File: src/sv/emboss_3x3_rgb_filter_core_macros.svh
// Assertion helpers shared by the emboss filter RTL.
`ifndef EMBOSS_3X3_RGB_FILTER_CORE_MACROS_SVH
`define EMBOSS_3X3_RGB_FILTER_CORE_MACROS_SVH

// Condition that must hold at every clock edge outside reset.
`define EMB_ASSERT_ALWAYS(label, clk, rst, cond) \
  label: assert property (@(posedge clk) disable iff (rst) (cond)) \
    else $error("%m: invariant violated");

// Same-cycle implication.
`define EMB_ASSERT_IMP(label, clk, rst, ante, cons) \
  label: assert property (@(posedge clk) disable iff (rst) (ante) |-> (cons)) \
    else $error("%m: implication violated");

// Next-cycle implication.
`define EMB_ASSERT_NEXT(label, clk, rst, ante, cons) \
  label: assert property (@(posedge clk) disable iff (rst) (ante) |=> (cons)) \
    else $error("%m: next-cycle implication violated");

`endif

File: src/sv/emb_pkg.sv
`default_nettype none

package emb_pkg;

  // Pixel and channel widths
  localparam int CH_W  = 8;
  localparam int PIX_W = 3 * CH_W;

  // Configuration register width and geometry width (covers dimensions up to 16383)
  localparam int CFG_W = 12;
  localparam int DIM_W = 14;
  localparam int MIN_DIM = 3;
  localparam int RESET_WIDTH  = 640;
  localparam int RESET_HEIGHT = 480;

  // Emboss arithmetic
  localparam int EMBOSS_BIAS = 128;
  localparam int CH_MAX      = 255;

  // APB port
  localparam int APB_AW = 3;
  localparam int APB_DW = 32;

  // Register indexes
  localparam logic REG_FRAME_WIDTH  = 1'b0;
  localparam logic REG_FRAME_HEIGHT = 1'b1;

  // Request kinds
  localparam logic REQ_PIXEL = 1'b0;
  localparam logic REQ_DRAIN = 1'b1;

  typedef struct packed {
    logic            req_type;
    logic [CH_W-1:0] red_in;
    logic [CH_W-1:0] green_in;
    logic [CH_W-1:0] blue_in;
  } pix_req_t;

  typedef struct packed {
    logic            last_of_frame;
    logic [CH_W-1:0] red_out;
    logic [CH_W-1:0] green_out;
    logic [CH_W-1:0] blue_out;
  } pix_res_t;

  // Frame geometry, derived from the frame size registers
  typedef struct packed {
    logic [DIM_W-1:0] used_w;
    logic [DIM_W-1:0] w_last;
    logic [DIM_W-1:0] w_m2;
    logic [DIM_W-1:0] h_last;
    logic [DIM_W-1:0] h_m2;
  } geom_t;

  // Where a result takes its value from
  typedef enum logic [2:0] {
    SEL_EMBOSS,
    SEL_PASS_LEFT,
    SEL_PASS_CENTRE,
    SEL_DRAIN_UPPER,
    SEL_DRAIN_MIDDLE
  } res_sel_t;

  // Decision made for a request at the moment it is accepted
  typedef struct packed {
    logic     is_pixel;
    logic     emit;
    logic     last;
    res_sel_t sel;
  } issue_t;

endpackage

`default_nettype wire

File: src/sv/emb_ctrl.sv
`default_nettype none

module emb_ctrl #(
  parameter int MAX_WIDTH  = 2048,
  parameter int MAX_HEIGHT = 2048,
  parameter int CLW        = 11
) (
  input  wire logic           clk,
  input  wire logic           rst,
  input  wire logic           restart,
  input  wire logic           accept,
  input  wire logic           req_type,
  input  wire emb_pkg::geom_t geom,
  output emb_pkg::issue_t     issue,
  output logic [CLW-1:0]      rd_addr
);
  import emb_pkg::*;
  `include "emboss_3x3_rgb_filter_core_macros.svh"

  localparam int RLW = $clog2(MAX_HEIGHT);
  localparam int PW  = $clog2(MAX_WIDTH + 2);

  logic [RLW-1:0] in_row;
  logic [CLW-1:0] in_col;
  logic [RLW-1:0] out_row;
  logic [CLW-1:0] out_col;
  logic [PW-1:0]  pend;

  logic is_pixel;
  logic in_col_last;
  logic in_row_last;
  logic out_col_last;
  logic out_row_last;
  logic pix_emit;
  logic drain_emit;
  logic interior;
  logic pos_in_frame;

  // Position compares
  assign is_pixel     = (req_type == REQ_PIXEL);
  assign in_col_last  = (DIM_W'(in_col) == geom.w_last);
  assign in_row_last  = (DIM_W'(in_row) == geom.h_last);
  assign out_col_last = (DIM_W'(out_col) == geom.w_last);
  assign out_row_last = (DIM_W'(out_row) == geom.h_last);

  // A pixel emits once a full row plus one is pending; drains only at frame start
  assign pix_emit   = (DIM_W'(pend) > geom.used_w);
  assign drain_emit = (in_row == '0) && (in_col == '0) && (pend != '0);
  assign interior   = (out_row != '0) && (DIM_W'(out_row) <= geom.h_m2) &&
                      (out_col != '0) && (DIM_W'(out_col) <= geom.w_m2);

  // Issue decision
  always_comb begin
    issue.is_pixel = is_pixel;
    issue.emit     = is_pixel ? pix_emit : drain_emit;
    issue.last     = out_row_last && out_col_last;
    if (is_pixel) begin
      if (interior) begin
        issue.sel = SEL_EMBOSS;
      end else if (in_col == '0) begin
        issue.sel = SEL_PASS_LEFT;
      end else begin
        issue.sel = SEL_PASS_CENTRE;
      end
    end else begin
      issue.sel = out_row_last ? SEL_DRAIN_MIDDLE : SEL_DRAIN_UPPER;
    end
    rd_addr = is_pixel ? in_col : out_col;
  end

  // Raster counters and pending count
  always_ff @(posedge clk) begin
    if (rst || restart) begin
      in_row  <= '0;
      in_col  <= '0;
      out_row <= '0;
      out_col <= '0;
      pend    <= '0;
    end else if (accept) begin
      if (is_pixel) begin
        if (in_col_last) begin
          in_col <= '0;
          in_row <= in_row_last ? '0 : in_row + RLW'(1);
        end else begin
          in_col <= in_col + CLW'(1);
        end
      end
      if (issue.emit) begin
        if (out_col_last) begin
          out_col <= '0;
          out_row <= out_row_last ? '0 : out_row + RLW'(1);
        end else begin
          out_col <= out_col + CLW'(1);
        end
      end
      if (is_pixel && !pix_emit) begin
        pend <= pend + PW'(1);
      end else if (!is_pixel && drain_emit) begin
        pend <= pend - PW'(1);
      end
    end
  end

  // Both raster positions stay inside the frame
  assign pos_in_frame = (DIM_W'(in_col) <= geom.w_last) && (DIM_W'(out_col) <= geom.w_last) &&
                        (DIM_W'(in_row) <= geom.h_last) && (DIM_W'(out_row) <= geom.h_last);

  // Checks
  `EMB_ASSERT_ALWAYS(a_pend_bound, clk, rst, DIM_W'(pend) <= geom.used_w + DIM_W'(1))
  `EMB_ASSERT_ALWAYS(a_pos_bound, clk, rst, pos_in_frame)

endmodule

`default_nettype wire

File: config.mk
export PLATFORM = sky130hd
export DESIGN_NAME = emb_ctrl
export DESIGN_NICKNAME = d
export VERILOG_FILES = /design/src/sv/emb_pkg.sv /design/src/sv/emb_ctrl.sv
export VERILOG_INCLUDE_DIRS = /design/src /design/src/sv
export SDC_FILE = /design/constraint.sdc
export NUM_CORES = 1
export LEC_CHECK = 0
export ABC_AREA = 1
export BUFFER_PORTS_ARGS = -buffer_cell sky130_fd_sc_hd__buf_2
export CAP_MARGIN = 5
export CELL_PAD_IN_SITES_DETAIL_PLACEMENT = 1
export CELL_PAD_IN_SITES_GLOBAL_PLACEMENT = 2
export CORE_MARGIN = 5
export CORE_UTILIZATION = 31
export CTS_CLUSTER_SIZE = 12
export DETAILED_ROUTE_END_ITERATION = 16
export PLACE_DENSITY_LB_ADDON = 0.05
export SYNTH_ARGS = -nofsm -noshare
export SYNTH_HDL_FRONTEND = slang
export SYNTH_SLANG_ARGS = --single-unit
File: constraint.sdc
create_clock -name clk -period 3.6 [get_ports clk]
set_input_delay 0 -clock clk [delete_from_list [all_inputs] [get_ports clk]]
set_output_delay 0 -clock clk [all_outputs]
set_load 0.02 [all_outputs]
Yosys cells after proc, flatten, opt, wreduce, memory -nomap -nowiden
Cells that the tools add are included.
{ "word_totals": {"ff_bits": 56, "output_inout_bits": 17, "wordCells": 52, "input_bits": 75} }
{ "classes": {"add_sub_neg": 6, "n_bitwise": 1, "muxes": 12, "reduce_logical": 21, "order_cmp": 3, "eq_ne": 4} }
{ "op_table": {"columns": ["op", "n"], "rows": [
  ["equality test 11 x 14 -> 1 bit", 4],
  ["2-to-1 mux 11 bit", 5],
  ["adder 11 x 1 -> 11 bit (second input constant)", 4],
  ["<= comparator 11 x 14 -> 1 bit", 2],
  ["2-to-1 mux 12 bit", 2],
  ["zero test 11 bit", 2],
  ["nonzero test 11 bit", 2],
  ["> comparator 12 x 14 -> 1 bit", 1],
  ["adder 12 x 1 -> 12 bit (second input constant)", 1],
  ["nonzero test 12 bit", 1],
  ["subtractor 12 x 1 -> 12 bit (second input constant)", 1],
  ["logical AND 1 bit", 8],
  ["2-to-1 mux 3 bit", 2],
  ["AND reduction 2 bit", 3],
  ["AND reduction 3 bit", 2],
  ["2-to-1 mux 2 bit", 2],
  ["nonzero test 2 bit", 1],
  ["zero test 1 bit", 1],
  ["logical OR 1 bit", 1],
  ["2-to-1 mux 1 bit", 1],
  ["NOT 1 bit", 1]
]} }

Depth between registers and ports, before layout
{ "depth": {"depth_word": 6, "mapped_depth": 25, "mapped_depth_nobuf": 25} }

Worst setup path before layout
Ideal clock, no wire load.
{ "synth_timing": {"path_kind": "flip-flop to flip-flop", "start": "register pend[9]", "end": "register pend[9]", "period_less_slack_ps": 2649, "path_buffers": 0, "path_slack_ps": 951, "arrival_ps": 2530, "setup_ps": 119, "stages_incl_launch_ff": 16, "required_time_ps": 3481, "cell_sequence": "dfxtp_1 > ha_1 > nand2_1 > inv_1 > nand3_1 > nor2_1 > nand4_1 > nand2_1 > nand2_2 > ha_1 > nand2_1 > o21ai_0 > a21oi_1 > o21bai_1 > xnor2_1 > a21oi_1"} }
{ "synth_via": {"elab_chain_cells": 5, "word_cells_on_any_way": 12, "classes_between": "2 x add/sub; 1 x order compare; 2 x mux; 7 x reduce/logical"} }
{ "synth_lines": {"columns": ["item", "line_no", "rtl"], "rows": [
  ["start, declared", "emb_ctrl.sv:27", "logic [PW-1:0] pend;"],
  ["start signal, assigned", "emb_ctrl.sv:97", "pend <= pend + PW'(1);"],
  ["start signal, assigned", "emb_ctrl.sv:99", "pend <= pend - PW'(1);"],
  ["> comparator 12 x 14 -> 1 bit or nonzero test 12 bit (tied branches)", "emb_ctrl.sv:47, emb_ctrl.sv:48", null],
  ["zero test 1 bit or logical AND 1 bit (tied branches)", "emb_ctrl.sv:96, emb_ctrl.sv:48", null],
  ["logical AND 1 bit (on tied branches)", "emb_ctrl.sv:96, emb_ctrl.sv:98", null],
  ["nonzero test 2 bit (no line)", null, null],
  ["AND reduction 2 bit (no line)", null, null]
]} }
Parallel ways exist; a longest one is shown, timed or not. The select of a mux whose other input is x is not followed.
A chain may end at the register's enable or synchronous reset.

Worst setup path in the final report
Same ends and word-level chain as after synthesis.

==> results.tsv <==
stage	metric	value	unit
drt	Total Routed Length	17.0	mm
logic_synthesis	Mean Syn Cell Area	6.56	sq um
critical_path	Arr. time, crit path	3.24	ns
layout	Final Instance Area	6030	sq um
power_and_ir_drop	Comb pwr share	22.2	%
critical_path	WP data required	3.79	ns
layout	most common cell after layout, fill and taps aside	nand2_1	
critical_path	kind of critical path	reg2reg	
layout	fin cells	1104	
sta	Tmin final	3.05	ns
power_and_ir_drop	power consumption	1.49	mW
layout	Multi-input gate area	3570	sq um
clock_tree	TritonCTS buffer count	5	
clock_tree	Root Buffer	clkbuf_16	
clock_tree	number of clock sinks	56	
layout	diodes inserted	0	
global_routing	GR Overflow Total	0	
sta	final cycle utilization of the critical path	84.8	%
outcome	status	completed	
clock_tree	Max Root-Sink Buffers	2	
placed_design	placed inst area	5890	sq um
layout	Nets	1011	
placed_design	pre-CTS setup slack	0.510	ns
floorplanning	core area	16600	sq um
clock_tree	CTS tree	built	
logic_synthesis	synth unique cells	44	
critical_path	most frequent CP cell	nand2_1	
sta	final setup fails	0	
floorplanning	Rows	47	
clock_tree	cells resized by post-CTS repair	0	
logic_synthesis	area leader, netlist	dfxtp_1	
sta	RSZ-0062 raised after global routing	no	
sta	final hold vios	0	
logic_synthesis	Mapped Cells	802	
logic_synthesis	Synthesized Nets	930	
run	Max-Cap Viols	0	
placed_design	port buffer count	91	
global_routing	Total Routing Usage GR	17.4	%
power_and_ir_drop	switch share	31.5	%
critical_path	Critical Path Start	pend[9]	
sta	measured slew at the worst slew-check pin	0.991	ns
placed_design	GP Congestion	0.799	
drt	drt drc	0	
power_and_ir_drop	internal power	1.02	mW
global_routing	vias in the first global route	5752	
critical_path	Slowest cell on crit path	o21ai_0	
drt	vias	5346	
hold_path	Hold Path Class	in2reg	
drt	Detail Route Antenna Nets	0	
power_and_ir_drop	Leak	2.84	nW
drt	Avg WL per Cell	15.4	um
sta	Rel. slew slack	33.8	%
clock_tree	post-CTS setup buffer count	0	
sta	Max Slew Vio Count	0	
layout	layout cell share with drive strength beyond 1	16.3	%
drt	DR iter-0 viols	197	
sta	worst setup margin	0.547	ns
logic_synthesis	Mapped Area	5260	sq um
clock_tree	Worst-Skew Late Latency	0.31	ns
floorplanning	Starting Density	31.6	%
critical_path	biggest cell delay along the critical path	0.47	ns
logic_synthesis	sequential element share of the synthesized area	21.3	%
logic_synthesis	warnings from Yosys	0	
drt	vias per inst	4.84	
floorplanning	Die X	140	um
critical_path	critical path's top delay family	compound AO/OA/AOI/OAI gates	
power_and_ir_drop	Clk pwr share	34.7	%
floorplanning	die area	19700	sq um
critical_path	Crit. End Element	flop	
drt	DRT Pass-1 Iters	4	
power_and_ir_drop	pwr/cell area	247	nW/um^2
floorplanning	io pins	92	
sta	clock skew	0.00920	ns
floorplanning	Die Ht	140	um
critical_path	Worst Setup Start Kind	flop	
global_routing	largest net degree at the start of global routing	27	
clock_tree	clock-pin slew on the worst setup and hold paths	0.07	ns
logic_synthesis	top post-synthesis cells by area	dfxtp_1 21%, nand2_1 13%, ha_1 12%	
critical_path	top fanout value on the critical path	6	
power_and_ir_drop	maximum VDD drop	0.150	mV
layout	Reg area	1120	sq um
critical_path	Worst R2R Start	pend[9]	
sta	Max Fclk	328	MHz
sta	setup tns final	0	ns
global_routing	first-pass GRT wire length	28.5	mm
layout	Fill cells	2208	
placed_design	HPWL after detailed placement	14.1	mm
critical_path	CP Cell Sequence	ha_1 > nand2_1 > inv_1 > nand3_1 > nor2_1 > nand4_1 > nand2_1 > nand2_2 > ha_1 > nand2_1 > o21ai_0 > a21oi_1 > o21bai_1 > xnor2_1 > a21oi_1	
logic_synthesis	synthesized flop and latch total	56	
layout	Area Growth Syn to Fin	14.6	%
power_and_ir_drop	sequential power share	43.1	%
placed_design	dpl cells	1096	
power_and_ir_drop	Psw	0.470	mW
critical_path	CP Buf/Inv Count	1	
layout	most frequent cells in the layout	181 x nand2_1, 105 x inv_1, 91 x buf_2	
clock_tree	CTS Hold Bufs	0	
logic_synthesis	top-area cell type share of the netlist area	21.3	%
hold_path	hold_sp	accept	
global_routing	initial antenna violation count	0	
clock_tree	H-Tree Depth	2	
## registers in the layout, indices dropped and copies added, names as in the netlist
| register | flops |
|---|---|
| in_col | 11 |
| pend | 12 |
| in_row | 11 |
| out_col | 11 |
| out_row | 11 |
## final cells by class
type / count / area share [%]
Multi-Input combinational cell: 612 / 59.2
Sequential cell: 56 / 18.6
Timing Repair Buffer: 95 / 8.04
Inverter: 113 / 7.32
Tap cell: 220 / 4.56
Clock buffer: 7 / 2.20
Clock inverter: 1 / 0.145
## power by group through the flow
stage	sequential [mW]	clock [mW]	combinational, mW
finish	0.643	0.517	0.332
floorplan	0.653	0	0.224
global placement	0.657	0	0.330
CTS	0.643	0.543	0.340
detailed placement	0.658	0	0.338
global route	0.646	0.566	0.380
## tightest hold or removal path, cell delays in order
cell      delay (ns)
buf_2           0.12
nand2_4         0.09
a211oi_1        0.07
## stage by stage
step,hold slack (ns),utilization (%)
2_1_floorplan,0.184,-
3_3_place_gp,0.352,35.4
3_5_place_dp,0.353,35.4
4_1_cts,0.0247,36.3
5_1_grt,0.0357,36.3
6_report,0.0372,36.3
## per-layer routing
metal | part of all wire [%] | vias to the layer above | routed length, um | global-route usage (%)
li1 | - | 2758 | - | -
met1 | 47 | 2522 | 7990 | 22.3
met2 | 49 | 57 | 8350 | 31.2
met3 | 3.0 | 9 | 505 | 2.79
met4 | 0.76 | 0 | 129 | 2.60
met5 | 0 | - | 0 | 0
## cell families (layout without fill, tap and decap cells)
group	after synthesis	after routing	synth area share (%)
AOI/OAI and AO/OA	106	106	11.7
xor gates and xnor gates	61	61	10.1
DFF	56	56	21.3
and+or+nand+nor	392	392	33.3
buffers and inverters	134	216	10.9
adders and majority gates	53	53	12.7
## path summary, 6_finish.rpt
| check | cells past startpoint | to | slack, ns |
|---|---|---|---|
| setup / recovery | 15 | pend[9] | 0.55 |
| setup reg to reg | 15 | pend[9] | 0.55 |
| hold reg to reg | 2 | in_row[10] | 0.54 |
| hold / removal | 3 | in_col[1] | 0.04 |
## cells in the mapped netlist, drive strengths merged
cell    count
or2         9
nand2     192
o21bai      2
nor3       24
inv       110
nor4        5
xnor2      35
o211ai      1
buf        12
xor2       26
a31oi       1
nor3b       2
nand4      19
ha         52
dfxtp      56
o21a        2
a21boi      2
a21o        3
fa          1
a21oi      54
a22oi       3
o21ai      36
nand3b      7
a211oi      2
clkbuf      9
clkinv      3
nor2       79
nand3      55
Note: power is estimated with default switching activity, not from simulation.
