===== config.mk =====
export PLATFORM = sky130hd
export DESIGN_NAME = emb_cfg
export DESIGN_NICKNAME = d
export VERILOG_FILES = /design/src/sv/emboss_3x3_rgb_filter_core_macros.svh /design/src/sv/emb_pkg.sv /design/src/sv/emb_cfg.sv
export SDC_FILE = /design/constraint.sdc
export NUM_CORES = 1
export LEC_CHECK = 0
export BUFFER_PORTS_ARGS = -buffer_cell sky130_fd_sc_hd__buf_2
export CORE_MARGIN = 2
export CORE_UTILIZATION = 55
export DETAILED_ROUTE_END_ITERATION = 8
export GPL_TIMING_DRIVEN = 1
export PLACE_DENSITY = 0.86
export REMOVE_ABC_BUFFERS = 1
export SLEW_MARGIN = 25
export SYNTH_ARGS = -nofsm -noshare
export SYNTH_HDL_FRONTEND = slang
export SYNTH_SLANG_ARGS = --single-unit

===== constraint.sdc =====
create_clock -name clk -period 5.14 [get_ports clk]
set_input_delay 0.257 -clock clk [delete_from_list [all_inputs] [get_ports clk]]
set_output_delay 0.257 -clock clk [all_outputs]
set_load 0.02 [all_outputs]

===== src/sv/emboss_3x3_rgb_filter_core_macros.svh =====
// Assertion helpers shared by the emboss filter RTL.
`ifndef EMBOSS_3X3_RGB_FILTER_CORE_MACROS_SVH
`define EMBOSS_3X3_RGB_FILTER_CORE_MACROS_SVH

// Condition that must hold at every clock edge outside reset.
`define EMB_ASSERT_ALWAYS(label, clk, rst, cond) \
  label: assert property (@(posedge clk) disable iff (rst) (cond)) \
    else $error("%m: invariant violated");

// Same-cycle implication.
`define EMB_ASSERT_IMP(label, clk, rst, ante, cons) \
  label: assert property (@(posedge clk) disable iff (rst) (ante) |-> (cons)) \
    else $error("%m: implication violated");

// Next-cycle implication.
`define EMB_ASSERT_NEXT(label, clk, rst, ante, cons) \
  label: assert property (@(posedge clk) disable iff (rst) (ante) |=> (cons)) \
    else $error("%m: next-cycle implication violated");

`endif


===== src/sv/emb_pkg.sv =====
`default_nettype none

package emb_pkg;

  // Pixel and channel widths
  localparam int CH_W  = 8;
  localparam int PIX_W = 3 * CH_W;

  // Configuration register width and geometry width (covers dimensions up to 16383)
  localparam int CFG_W = 12;
  localparam int DIM_W = 14;
  localparam int MIN_DIM = 3;
  localparam int RESET_WIDTH  = 640;
  localparam int RESET_HEIGHT = 480;

  // Emboss arithmetic
  localparam int EMBOSS_BIAS = 128;
  localparam int CH_MAX      = 255;

  // APB port
  localparam int APB_AW = 3;
  localparam int APB_DW = 32;

  // Register indexes
  localparam logic REG_FRAME_WIDTH  = 1'b0;
  localparam logic REG_FRAME_HEIGHT = 1'b1;

  // Request kinds
  localparam logic REQ_PIXEL = 1'b0;
  localparam logic REQ_DRAIN = 1'b1;

  typedef struct packed {
    logic            req_type;
    logic [CH_W-1:0] red_in;
    logic [CH_W-1:0] green_in;
    logic [CH_W-1:0] blue_in;
  } pix_req_t;

  typedef struct packed {
    logic            last_of_frame;
    logic [CH_W-1:0] red_out;
    logic [CH_W-1:0] green_out;
    logic [CH_W-1:0] blue_out;
  } pix_res_t;

  // Frame geometry, derived from the frame size registers
  typedef struct packed {
    logic [DIM_W-1:0] used_w;
    logic [DIM_W-1:0] w_last;
    logic [DIM_W-1:0] w_m2;
    logic [DIM_W-1:0] h_last;
    logic [DIM_W-1:0] h_m2;
  } geom_t;

  // Where a result takes its value from
  typedef enum logic [2:0] {
    SEL_EMBOSS,
    SEL_PASS_LEFT,
    SEL_PASS_CENTRE,
    SEL_DRAIN_UPPER,
    SEL_DRAIN_MIDDLE
  } res_sel_t;

  // Decision made for a request at the moment it is accepted
  typedef struct packed {
    logic     is_pixel;
    logic     emit;
    logic     last;
    res_sel_t sel;
  } issue_t;

endpackage

`default_nettype wire


===== src/sv/emb_cfg.sv =====
`default_nettype none

module emb_cfg #(
  parameter int MAX_WIDTH  = 2048,
  parameter int MAX_HEIGHT = 2048
) (
  input  wire logic                       clk,
  input  wire logic                       rst,
  input  wire logic                       psel,
  input  wire logic                       penable,
  input  wire logic                       pwrite,
  input  wire logic [emb_pkg::APB_AW-1:0] paddr,
  input  wire logic [emb_pkg::APB_DW-1:0] pwdata,
  output logic      [emb_pkg::APB_DW-1:0] prdata,
  output logic                            pready,
  output emb_pkg::geom_t                  geom,
  output logic                            restart
);
  import emb_pkg::*;

  logic [CFG_W-1:0] frame_width;
  logic [CFG_W-1:0] frame_height;
  logic [CFG_W-1:0] width_next;
  logic [CFG_W-1:0] height_next;
  logic             wr;
  logic             reg_idx;
  geom_t            geom_next;
  geom_t            geom_reset;

  function automatic logic [DIM_W-1:0] clamp_dim(input logic [CFG_W-1:0] raw,
                                                 input logic [DIM_W-1:0] limit);
    logic [DIM_W-1:0] ext;
    ext = DIM_W'(raw);
    if (ext < DIM_W'(MIN_DIM)) ext = DIM_W'(MIN_DIM);
    if (ext > limit) ext = limit;
    return ext;
  endfunction

  function automatic geom_t calc_geom(input logic [CFG_W-1:0] w_raw,
                                      input logic [CFG_W-1:0] h_raw);
    geom_t            g;
    logic [DIM_W-1:0] uw;
    logic [DIM_W-1:0] uh;
    uw       = clamp_dim(w_raw, DIM_W'(MAX_WIDTH));
    uh       = clamp_dim(h_raw, DIM_W'(MAX_HEIGHT));
    g.used_w = uw;
    g.w_last = uw - DIM_W'(1);
    g.w_m2   = uw - DIM_W'(2);
    g.h_last = uh - DIM_W'(1);
    g.h_m2   = uh - DIM_W'(2);
    return g;
  endfunction

  // APB decode: write lands in the access phase
  assign wr      = psel && penable && pwrite;
  assign reg_idx = paddr[2];
  assign pready  = 1'b1;
  // every write restarts the frame
  assign restart = wr;

  always_comb begin
    width_next  = frame_width;
    height_next = frame_height;
    if (wr) begin
      unique case (reg_idx)
        REG_FRAME_WIDTH:  width_next  = pwdata[CFG_W-1:0];
        REG_FRAME_HEIGHT: height_next = pwdata[CFG_W-1:0];
        default: ;
      endcase
    end
  end

  assign geom_next  = calc_geom(width_next, height_next);
  assign geom_reset = calc_geom(CFG_W'(RESET_WIDTH), CFG_W'(RESET_HEIGHT));

  always_ff @(posedge clk) begin
    if (rst) begin
      frame_width  <= CFG_W'(RESET_WIDTH);
      frame_height <= CFG_W'(RESET_HEIGHT);
      geom         <= geom_reset;
    end else begin
      frame_width  <= width_next;
      frame_height <= height_next;
      geom         <= geom_next;
    end
  end

  // Read back
  always_comb begin
    unique case (reg_idx)
      REG_FRAME_WIDTH:  prdata = APB_DW'(frame_width);
      REG_FRAME_HEIGHT: prdata = APB_DW'(frame_height);
      default:          prdata = '0;
    endcase
  end

endmodule

`default_nettype wire


# Word level (Yosys, flattened, before mapping)
# Index checks and enable logic that the tools add are counted.
totals:
  out_inout_bits: 104
  in_bits: 40
  register_bits: 94
classes:
  addsub: 4
  mux: 9
  reduce_logical: 2
  magnitude_cmp: 4
  n_bitwise: 1
ops:
  columns: ["operator", "n"]
  rows:
  - ["2-to-1 mux 12 bit", 6]
  - ["one-hot mux 32 bit (2 select lines)", 1]
  - ["> comparator 14 x 12 -> 1 bit, second input constant", 2]
  - ["2-to-1 mux 14 bit", 2]
  - ["subtractor 14 x 1 -> 14 bit, second input constant", 2]
  - ["subtractor 14 x 2 -> 14 bit, second input constant", 2]
  - ["< comparator 12 x 2 -> 1 bit, second input constant", 2]
  - ["logical AND 1 bit", 2]
  - ["inverter 1 bit", 1]

# Longest topological paths before layout
# Gate-level depths: netlist of the first run.
logic_depth:
  word_depth: 8
  ltp_mapped: 13

# Least setup slack after synthesis of the first run
# Ideal clock, no wire load.
synth_path:
  kind: "input to register"
  from: "input paddr[2] (netlist bit)"
  to: "register geom[53] (netlist bit)"
  stages: 13
  t_arrival_ns: 2.887
  path_slack_ns: 2.181
  setup_time_ns: 0.072
  cell_sequence: "nand4b_1 -> buf_2 -> buf_4 -> mux2i_1 -> nand2_1 -> nand2_1 -> ha_1 -> or4b_1 -> nor4_1 -> a2bb2oi_1 -> nand2b_1 -> a21oi_1 -> mux2i_1"
synth_between:
  elab_chain_len: 7
synth_rtl:
  columns: ["element", "line_no", "source"]
  rows:
  - ["start, declared", "emb_cfg.sv:12", "input wire logic [emb_pkg::APB_AW-1:0] paddr,"]
  - ["2-to-1 mux 12 bit (*)", "emb_cfg.sv:65", "unique case (reg_idx)"]
  - ["2-to-1 mux 12 bit (*)", "emb_cfg.sv:64", "if (wr) begin"]
  - ["< comparator 12 x 2 -> 1 bit", "emb_cfg.sv:34", "if (ext < DIM_W'(MIN_DIM)) ext = DIM_W'(MIN_DIM);"]
  - ["2-to-1 mux 12 bit (*)", "emb_cfg.sv:34", null]
  - ["> comparator 14 x 12 -> 1 bit", "emb_cfg.sv:35", "if (ext > limit) ext = limit;"]
  - ["2-to-1 mux 14 bit (*)", "emb_cfg.sv:35", null]
  - ["subtractor 14 x 1 -> 14 bit (*)", "emb_cfg.sv:47", "g.w_last = uw - DIM_W'(1);"]
  - ["end signal, assigned", "emb_cfg.sv:80", "geom <= geom_reset;"]
  - ["end signal, assigned", "emb_cfg.sv:84", "geom <= geom_next;"]
  - ["end, declared", "emb_cfg.sv:16", "output emb_pkg::geom_t geom,"]
# Every way passes the cells marked *; elsewhere a longest branch is shown, timed or not.
# A chain may end at the register's enable or synchronous reset.

# Worst setup path after layout of the first run
# Ends and elaborated chain as after synthesis.

==> impl_metrics.yaml, run 1 <==
worst_setup_path:
  crit_type: "input port to register"
  end_kind: "register"
  critPathMaxFanout: 16
  cp.required_ns: 5.44
  cp-start-kind: "input port"
  rr_worst_depth: 12
  regToRegSetupSlack_ns: 1.49
  worst_ep_arrival_time_ns: 4.52
  r2r-start: "frame_width[6]"
  timing.rr.end: "geom[53]"
sta:
  fmax_mhz: 237
  rsz0062_at_grt: "false"
  fin_crit_ns: 4.22
  setup_tns_ns: 0
  hold_viol: 0
  report.final.slew_viol_count: 0
  skew_ns: 0.00833
  setup_viol: 0
  slew_headroom_pct: 36.5
  finalCritPeriodShare_pct: 82.2
  tightestPinTransition_ns: 0.952
power:
  clkPwrFrac_pct: 34.5
  switching_share_pct: 29.0
  pwr-share-comb_pct: 15.9
  p_switching_mw: 0.436
  p_leak_nw: 2.26
  max-vdd-ir-drop_v: 0.000142
  power.total_mw: 1.50
  internal-power_mw: 1.07
  seq_power_share_pct: 49.6
  cellPowerDensity_mw_per_mm2: 298
yosys:
  ys_seq_elements: 91
  synth_top_area_share_pct: 41.4
  synth_seq_area_share_pct: 41.4
  syn_area_per_cell_um2: 9.14
  ys_types: 71
  synth_area_mm2: 0.00440
  synth_cells: 481
  synth-async-reset-ratio_pct: 0
  synth.area.top_cells: "dfxtp_1 41%, mux2i_1 6.8%, mux2_2 4.4%, buf_4 4.3%, nor2_1 4.2%"
  synth_area_leader_cell: "dfxtp_1"
  ys.flop_type: "dfxtp_1"
  synth.most_common_cell: "dfxtp_1"
  yosysWarningCount: 0
  synth_edf_count: 0
  synthTopCellsByCount: "91 x dfxtp_1, 49 x nor2_1, 42 x nand2_1"
floorplanning:
  fp.dieH_um: 93.4
  die_w_um: 93.4
  core_mm2: 0.00773
  num_rows: 32
  start_util_pct: 56.9
  dieArea_mm2: 0.00873
  io_pins: 144
placed_design:
  io_buffers: 98
  place.gp.congestion: 0.918
  dp_hpwl_mm: 7.94
final_layout:
  area_delta_synth_final_pct: 14.7
  nets: 616
  antenna_cells: 0
  drive_above_1_share_pct: 26.4
clock_network:
  postCtsHoldBufs: 0
  cts_made_buffers: 9
  cts.sinks: 91
  cts.clk_slew.worst_paths_ns: 0.09
  cts_resized: 0
  cts_root_buf: "clkbuf_8"
  cts_tree: "built"
  h-tree-depth: 3
  clk_latency_ns: 0.37
  cts_setup_buffers: 0
  clockBufferDepth: 2
global_route:
  grt_antenna_before_repair: 0
  grt_start_max_net_pins: 46
  grt_pass1_vias: 3643
  grt_pass1_wl_mm: 17.5
  grt_usage_pct: 25.4
  grt-ovfl-total: 0
min_path:
  hold_class: "input port to register"
  min_from: "pwdata[1]"
  min_to: "frame_height[1]"
  min_delay_path_depth: 3
drt:
  ant_nets: 0
  first_pass_iters: 5
  drc: 0
  vias_per_cell: 5.93
  wl_mm: 11.2
  drt_iter0_drc: 385
  vias: 4012
  route.detailed.wl_per_inst_um: 16.6
job:
  cap_violations: 0
run_status:
  status: "complete, no violations"
worst max-delay path: stages:
cell	delay, ns
buf_2	0.21
nand4b_1	0.71
and4_1	0.56
o21ai_4	0.25
nand2_1	0.26
nand2_1	0.23
ha_1	0.40
or4b_1	0.55
nor4_1	0.20
a2bb2oi_1	0.17
nand2b_1	0.23
a21oi_1	0.26
mux2i_1	0.22
metal layers:
metal	up-vias	track usage (%)	share of wire (%)
li1	1854	-	-
met1	1895	34.2	43
met2	240	39.7	46
met3	23	5.48	9.4
met4	0	10.0	2.1
met5	-	0	0
layout make-up:
cell class | count | area, µm²
timing repair buffer | 101 | 513
tap | 102 | 128
clock inverter | 5 | 60.1
inverter | 10 | 37.5
sequential | 91 | 1820
multi-input combinational | 357 | 2330
fill | 646 | 2680
clock buffer | 11 | 151
power by group through the flow:
stage | clock network, mW | registers, mW | logic, mW
final | 0.518 | 0.744 | 0.239
after global routing | 0.547 | 0.747 | 0.257
after CTS | 0.518 | 0.744 | 0.235
after detailed placement | 0 | 0.761 | 0.233
after global placement | 0 | 0.760 | 0.229
after floorplan | 0 | 0.792 | 0.124
worst max-delay path by stage:
stage             start  depth (start not counted)        to
2_1_floorplan  paddr[2]                         12  geom[53]
5_1_grt        paddr[2]                         13  geom[53]
3_3_place_gp   paddr[2]                         13  geom[53]
6_report       paddr[2]                         13  geom[53]
4_1_cts        paddr[2]                         13  geom[53]
3_5_place_dp   paddr[2]                         13  geom[53]
registers in the layout, summed over array words and instances (netlist names):
register	flops
frame_width	12
geom	67
frame_height	12
logic make-up (layout without fill, tap and decap cells):
| kind of cell | after synthesis | in the layout | synth area share [%] |
|---|---|---|---|
| AOI/OAI and AO/OA | 95 | 95 | 15.4 |
| xor gates and xnor gates | 7 | 7 | 1.39 |
| adders and majority gates | 6 | 6 | 1.71 |
| buffers and inverters | 56 | 127 | 7.46 |
| DFF | 91 | 91 | 41.4 |
| muxes | 48 | 48 | 11.5 |
| other | 2 | 25 | 0.171 |
| and+or+nand+nor | 176 | 176 | 21.0 |
per-stage QoR:
step	utilization [%]	instances	area, µm²	setup slack [ns]	hold slack (ns)
global placement	62.5	661	4830	0.792	0.559
detailed placement	62.5	661	4830	0.717	0.570
floorplan	-	458	4190	1.21	0.326
global route	65.3	677	5040	0.678	0.272
CTS	65.3	677	5040	1.07	0.234
finish	65.3	677	5040	0.917	0.243
cells in the final DEF (no fill, tap or decap), types with 4 or more instances in the layout:
cell type	Yosys	final
a211oi_1	5	5
a21o_1	4	4
a21oi_1	21	21
and4_1	4	4
buf_2	7	98
clkbuf_8	0	11
conb_1	2	25
dfxtp_1	91	91
ha_1	6	6
inv_1	9	9
mux2_2	17	17
mux2i_1	30	30
nand2_1	42	42
nand2b_1	6	6
nand3_1	11	11
nor2_1	49	49
nor3_1	17	17
nor4_1	8	8
o21ai_0	16	16
o31ai_1	4	4
or3_1	5	5
xnor2_1	4	4
No activity file was read; power rests on OpenSTA's default activity.
==> run 2: changes to the inputs <==
ABC_AREA = 1   (was default)
CORE_UTILIZATION = 51   (was 55)
PLACE_DENSITY = 0.8   (was 0.86)
clock period = 3.9 ns   (was 5.14 ns; I/O delays follow)
==> impl_metrics.yaml, run 2 <==
worst_setup_path:
  critPathMaxFanout: 27
  path_buf_inv: 4
  cpLargestDelayFamily: "simple AND/OR/NAND/NOR gates"
  r2r-start: "frame_width[5]"
  critical_path.startpoint: "paddr[2]"
  regToRegSetupSlack_ns: 1.16
  critPathMaxStageDelay_ns: 0.42
  path_cells: "buf_2, inv_4, nand2_1, nand2_1, nand2_1, nand2_2, nor2_1, nand3_1, nor2_1, nand4_2, nand2_4, nand2_1, ha_1, nand3_1, nand2_1, inv_1, nand2_1, inv_1, nand2_1, nand2_1, nand3_1"
  worst_ep_arrival_time_ns: 3.13
  cp-start-kind: "input port"
  end_kind: "register"
  crit_top_cell: "nand2_1"
  critPathSlowestCell: "buf_2"
  cp.required_ns: 4.14
  crit_type: "input port to register"
placed_design:
  dp_hpwl_mm: 7.43
  dpl.cell_count: 805
  io_buffers: 98
  place.gp.congestion: 0.879
floorplanning:
  core_mm2: 0.00864
  io_pins: 144
  die_w_um: 97.7
  fp.dieH_um: 97.7
  num_rows: 34
  dieArea_mm2: 0.00954
  start_util_pct: 51.8
yosys:
  synth_cells: 616
  synth-async-reset-ratio_pct: 0
  ys.flop_type: "dfxtp_1"
  synth_top_area_share_pct: 40.7
  ys_seq_elements: 91
  syn_area_per_cell_um2: 7.27
  synth_area_leader_cell: "dfxtp_1"
  synth.area.top_cells: "dfxtp_1 41%, nand2_1 17%, nor2_1 5.5%, buf_4 4.2%, inv_1 4.2%"
  yosysWarningCount: 0
  synth_area_mm2: 0.00448
  synth_edf_count: 0
  synth_seq_area_share_pct: 40.7
  synthTopCellsByCount: "203 x nand2_1, 91 x dfxtp_1, 66 x nor2_1"
  ys_types: 38
  synth.most_common_cell: "nand2_1"
global_route:
  grt-ovfl-total: 0
  grt_usage_pct: 21.3
  grt_start_max_net_pins: 57
  grt_pass1_vias: 3715
  grt_pass1_wl_mm: 16.7
  grt_antenna_before_repair: 0
min_path:
  hold_class: "input port to register"
  min_from: "pwdata[9]"
clock_network:
  clockBufferDepth: 2
  cts_tree: "built"
  h-tree-depth: 3
  cts.sinks: 91
  cts_made_buffers: 9
  cts.clk_slew.worst_paths_ns: 0.09
  clk_latency_ns: 0.38
  cts_root_buf: "clkbuf_8"
  postCtsHoldBufs: 0
  cts_resized: 0
  cts_setup_buffers: 0
sta:
  tightestPinTransition_ns: 0.820
  finalCritPeriodShare_pct: 74.2
  rsz0062_at_grt: "false"
  setup_viol: 0
  slew_headroom_pct: 44.8
  report.final.slew_viol_count: 0
  hold_viol: 0
  setup_tns_ns: 0
  fin_crit_ns: 2.89
  skew_ns: 0.0116
  fmax_mhz: 346
final_layout:
  nets: 754
  num-fill-cells: 803
  multi_input_area_mm2: 0.00220
  final_common_cell: "nand2_1"
  area_delta_synth_final_pct: 13.8
  fin_cells: 821
  drive_above_1_share_pct: 25.1
  seqCellArea_mm2: 0.00182
  reg_top3: "geom: 67 flops, frame_height: 12 flops, frame_width: 12 flops"
  layout_common_cells: "203 x nand2_1, 98 x buf_2, 91 x dfxtp_1, 66 x nor2_1, 50 x inv_1"
  final_util_pct: 59.0
  regMostFlops: "geom"
  largest_reg_flops: 67
  antenna_cells: 0
drt:
  highest_layer: "met4"
  m1WireLength_mm: 4.12
  wl_met3_um: 690
  wl_met2_mm: 5.09
  route.detailed.wl_per_inst_um: 12.4
  vias_per_cell: 4.92
  wl_mm: 10.2
  vias: 4039
  drt_iter0_drc: 217
  ant_nets: 0
  drc: 0
  first_pass_iters: 5
power:
  max-vdd-ir-drop_v: 0.000351
  p_leak_nw: 2.64
  cellPowerDensity_mw_per_mm2: 414
  power.total_mw: 2.11
run_status:
  status: "complete, no violations"
job:
  cap_violations: 0
## run 2: final timing paths
kind | endpoint | depth (start not counted)
hold / removal | frame_width[9] | 3
setup / recovery | geom[51] | 21
hold reg to reg | frame_width[3] | 2
setup reg to reg | geom[51] | 20
## run 2: worst register-to-register path: stages (launching register included)
cell	delay, ns
dfxtp_1	0.37
nand2_1	0.06
nand2_1	0.09
nand2_1	0.06
nand2_2	0.20
inv_1	0.09
nand2_1	0.08
nor2_1	0.05
nand3_2	0.08
nand4_2	0.11
nand2_4	0.25
nand2_1	0.17
ha_1	0.23
nand3_1	0.12
nand2_1	0.06
inv_1	0.15
nand2_1	0.11
inv_1	0.11
nand2_1	0.07
nand2_1	0.08
nand3_1	0.06
## run 2: area by class of cell
type	count	share of cell area (%)
sequential	91	35.8
multi-input combinational	445	43.2
tap	108	2.65
clock inverter	7	1.47
clock buffer	9	2.43
inverter	61	4.54
timing repair buffer	100	9.92
## run 2: cells by family after synthesis
group | after synthesis | synth area share [%]
and+or+nand+nor | 341 | 34.4
buffers and inverters | 103 | 12.0
DFF | 91 | 40.7
AOI/OAI and AO/OA | 73 | 11.0
adders and majority gates | 6 | 1.68
other | 2 | 0.168
## run 2: power by group
part,internal [mW],switching [mW]
clock network,0.300,0.337
logic,0.135,0.335
registers,0.988,0.0167
total,1.42,0.689
## run 2: layer usage
layer	GRT usage, %	vias to the layer above
met3	5.90	27
li1	-	2065
met5	0	-
met4	9.62	0
met2	38.1	156
met1	23.3	1791
## run 2: metrics by stage
| step | instance area [µm²] | setup WS (ns) | hold WS (ns) |
|---|---|---|---|
| 6_report | 5090 | 1.01 | 0.146 |
| 2_1_floorplan | 4250 | 1.30 | 0.264 |
| 3_3_place_gp | 4890 | 0.757 | 0.522 |
| 4_1_cts | 5090 | 1.06 | 0.126 |
| 3_5_place_dp | 4890 | 0.695 | 0.525 |
| 5_1_grt | 5090 | 0.653 | 0.162 |
